$ cat src/hdl/ialu_ram.sv
// Generic single-write, single-read synchronous RAM with registered read data.
`timescale 1ns / 1ps
`default_nettype none
module ialu_ram #(
    parameter int WIDTH = 64,
    parameter int DEPTH = 32
) (
    input  wire logic                     clk,
    input  wire logic                     we,
    input  wire logic [$clog2(DEPTH)-1:0] waddr,
    input  wire logic [WIDTH-1:0]         wdata,
    input  wire logic                     re,
    input  wire logic [$clog2(DEPTH)-1:0] raddr,
    output logic      [WIDTH-1:0]         rdata
);

    logic [WIDTH-1:0] mem [DEPTH];

    always_ff @(posedge clk)
    begin
        if (we)
        begin
            mem[waddr] <= wdata;
        end
        if (re)
        begin
            rdata <= mem[raddr];
        end
    end

endmodule
`default_nettype wire

$ cat config.mk
export PLATFORM = sky130hd
export DESIGN_NAME = ialu_ram
export DESIGN_NICKNAME = d
export VERILOG_FILES = /design/src/hdl/ialu_ram.sv
export SDC_FILE = /design/constraint.sdc
export NUM_CORES = 2
export LEC_CHECK = 0
export ABC_AREA = 1
export ABC_CLOCK_PERIOD_IN_PS = 9800
export BUFFER_PORTS_ARGS = -buffer_cell sky130_fd_sc_hd__buf_2
export CAP_MARGIN = 20
export CORE_UTILIZATION = 40
export CTS_CLUSTER_DIAMETER = 50
export CTS_CLUSTER_SIZE = 10
export DETAILED_ROUTE_END_ITERATION = 8
export GPL_ROUTABILITY_DRIVEN = 0
export SLEW_MARGIN = 20
export SYNTH_ARGS = -nofsm -noshare
export SYNTH_HDL_FRONTEND = slang
export SYNTH_SLANG_ARGS = --single-unit
$ cat constraint.sdc
create_clock -name clk -period 9.8 [get_ports clk]
set_input_delay 0.98 -clock clk [delete_from_list [all_inputs] [get_ports clk]]
set_output_delay 0.98 -clock clk [all_outputs]
set_load 0.05 [all_outputs]
**Word level (Yosys, flattened, before mapping)**

Memory sizes are Yosys's and may differ from the RTL's. A register that Yosys moved wholly into a read port is not among the register bits.
Cells that the tools add are included.

- Shift-type cells: 0
- $add $sub $neg: 0
- Bitwise logic cells: 0
- $lt $le $gt $ge: 0
- Divide/modulo/power cells: 0
- Eq/ne operators: 0
- $mul: 0
- Mux-type cells: 2
- Reductions and logical operators: 0

Operator list:

| kind | number |
|---|---|
| two-way mux 1 bit | 2 |

- Input port bits: 77
- Register bits: 0
- Bits in latches: 0
- RAM bits: 2,048
- Memory bits (read-only): 0
- Memories kept: 1
- Output and inout bits: 64
- Word-level logic and storage cells: 3

Memories:

| name | words | bits a word | read ports | clocked after memory_dff | write ports | line | RTL |
|---|---|---|---|---|---|---|---|
| mem | 32 | 64 | 1 | 1 | 1 | 17 | `logic [WIDTH-1:0] mem [DEPTH];` |

**Logic depth before layout (Yosys ltp)**

- Depth in word-level cells: 2
- Depth in mapped cells: 12
- Gate-level depth less buffers: 9

**Worst setup path before layout**

No wires, ideal clock.

- Kind: input-to-reg
- From: input waddr[0]
- To: memory mem[0][0], enable pin
- Buffers on the path: 0
- Setup time: 0.486 ns
- Arrival: 3.957 ns
- Slack: 5.356 ns
- Cell stages on the path: 3
- Required time: 9.314 ns
- Path through: inv_1 > nand3_1 > nor2_1

RTL lines:

| item | line | RTL |
|---|---|---|
| from (decl) | 10 | `input wire logic [$clog2(DEPTH)-1:0] waddr,` |
| to (decl) | 17 |  |

No word-level cell before the write port.

==> qor.txt <==
Outcome: finished, final reports clean
Synthesized netlist net count: 6845
Commonest cells in the netlist: nand2_1, edfxtp_1, nand3_1, buf_2, clkbuf_1
Final Hold Viols: 0
Slowest-stage cell, CP: buf_4
P_leak: 0.0326 µW
Synth top area share: 75.8%
Met1 Use GR: 31.9%
Fin. max-slew vios: 0
Fill count: 18520
Relative slew slack: 13.5%
Path depth of the worst reg2reg path: 8
Clock buffer depth: 3
Full die area: 211000 µm²
Global-route wire length before repair: 351000 µm
Fmax: 235 MHz
Core area: 207000 µm²
CP bufs+invs: 4
CTS clk-pin slew, worst paths: 50 ps
Root Driver: clkbuf_16
Met2 GRT Util: 35.9%
Crit path max fanout: 132
Total grt overflow: 0
Wire per inst: 25.0 µm
Critical path class: in2reg
CTS Hold Bufs: 0
Worst Max-Slew Pin Slew: 1300 ps
CP required: 10510 ps
Die X: 459 µm
Post-CTS Setup Bufs: 0
CP cell instances: buf_8, buf_4, buf_4, buf_4, nand2_1, nand3_1, nand3_1, nand3_1, nand3_1, nand2_1
Cell depth of the worst min-delay path: 1
R2R Path End: rdata[43]
Iter 0 DRT Violations: 6942
IO Port Bufs: 140
WHS Endpoint: mem[1][33]
Nets: 6880
Final Cycle Share: 43.5%
Skew-Pair Late Insertion Delay: 860 ps
Pwr/cell area: 202 nW/µm²
CP Capture Type: register
RSZ-0062 raised after global routing: no
Pre-antenna DRT Iters: 6
Area grow syn2layout: 11.4%
Count leader, synth: nand2_1
Global Route Usage Sum: 22.6%
Total Power: 18900 µW
R2R setup slack: 8270 ps
Clock skew: 44.6 ps
Area of the multi-input gates: 18300 µm²
Initial antenna violation count: 36
Htree depth: 4
Yosys warns: 0
DRC Markers: 0
Hold Crit Start: wdata[33]
Top-Level Pins: 141
Cells after synthesis: 6768
Die height: 459 µm
Setup TNS: 0 ps
Synth area leader: edfxtp_1
Seq/Total Area, Yosys: 75.8%
Crit path max-delay family: buffers and inverters
Top FF cell, synth: edfxtp_1
Vias in the first global route: 51158
CTS tree: yes
Met3 usage: 4.23%
FF+latch area: 63400 µm²
Post-Route WL: 241000 µm
Synth area leaders: edfxtp_1, nand3_1, nand2_1, buf_2, clkbuf_1
Vias: 53849
Async S/R FF share, synth: 0%
Pin count of the biggest net entering global routing: 256
Row count: 167
Sink Count: 2112
Final Setup Violations: 0
Peak supply drop: 0.197 mV
FF-to-FF Start: mem[5][43]
Count of cell types in the netlist: 12
Post-detail-place hpwl: 110000 µm
Critical path launch point type: input pin
DRT antenna net count: 0
CTS buffer count: 233
Share of layout cells above drive strength 1: 7.75%
Crit path largest cell delay: 890 ps
Grt peak-use layer: met2
Syn Std Cell Area: 83600 µm²
Post-route minimum period: 4260 ps
Max-Cap Viols: 0
Vias/cell: 5.59
Initial Util: 40.3%
Worst Hold Class: in2reg
Mean Syn Cell Area: 12.4 µm²
Flops & latches, synth: 2112
EDFF count, synth: 2112
Post-cts gate resize count: 0
CP arrival: 4970 ps
CP most frequent cell: nand3_1
## metal layers
| metal | vias up | share of wire [%] |
|---|---|---|
| li1 | 24023 | - |
| met1 | 26876 | 42 |
| met2 | 2512 | 46 |
| met3 | 418 | 9.2 |
| met4 | 20 | 2.2 |
| met5 | - | 0.051 |
## cell families (layout without fill, tap and decap cells)
group,Yosys count,after routing,synth area share (%)
and+or+nand+nor,4208,4208,21.6
buffers and inverters,448,516,2.59
other,0,16,0
DFF,2112,2112,75.8
## registers in the layout, indices dropped and copies added (netlist names)
name / flops
mem: 2048
rdata: 64
## per-stage QoR
stage | area (µm²) | util [%] | hold slack [ps] | std cells | setup slack [ps]
after floorplan | 83600 | - | 716 | 6768 | 5360
after global placement | 86900 | 41.9 | 738 | 9356 | 4800
after detailed placement | 86900 | 41.9 | 753 | 9356 | 4740
after CTS | 93100 | 44.9 | 557 | 9624 | 5650
after global routing | 93100 | 44.9 | 604 | 9625 | 5300
final | 93100 | 44.9 | 620 | 9640 | 5540
## cell type report
class,count,area share [%]
diodes,16,0.0430
clock buffers,245,6.35
clock inverters,23,0.321
inverters,10,0.0846
multi-input cells,4208,19.6
flip-flops and latches,2112,68.1
well taps,2788,3.75
repair buffers,238,1.73
## worst register-to-register path, delay by kind of cell, from the launching register on
family	cells	cell delay, ps
flip-flops	1	370
AND/OR/NAND/NOR	8	830
## worst max path at each step
stage | from | end | slack (ps) | cells past startpoint
after global placement | raddr[0] | rdata[27] | 4800 | 12
final | raddr[0] | rdata[48] | 5540 | 10
after floorplan | waddr[0] | mem[0][0] | 5360 | 3
after global routing | raddr[0] | rdata[27] | 5300 | 12
after detailed placement | raddr[0] | rdata[27] | 4740 | 12
after CTS | raddr[0] | rdata[48] | 5650 | 10
## layout by cell type (no fill, tap or decap), types with 2 or more instances in the layout
master / instances
buf_4: 89
inv_6: 4
inv_16: 4
inv_1: 5
nand3_1: 1800
buf_8: 3
edfxtp_1: 2112
nor2_4: 32
nand2_1: 2376
diode_2: 16
clkinv_1: 3
buf_2: 134
clkbuf_16: 235
clkinvlp_4: 3
inv_8: 3
clkinv_8: 4
clkinv_2: 3
buf_12: 10
clkbuf_1: 10
bufinv_16: 2
## power by group
group	internal, µW	leakage [µW]	total, µW	switching (µW)
Combinational	260	0.0105	1140	879
Clock	4260	0.00304	7590	3320
Sequential	10100	0.0191	10100	40.9
Power figures use the tool's default switching activity.
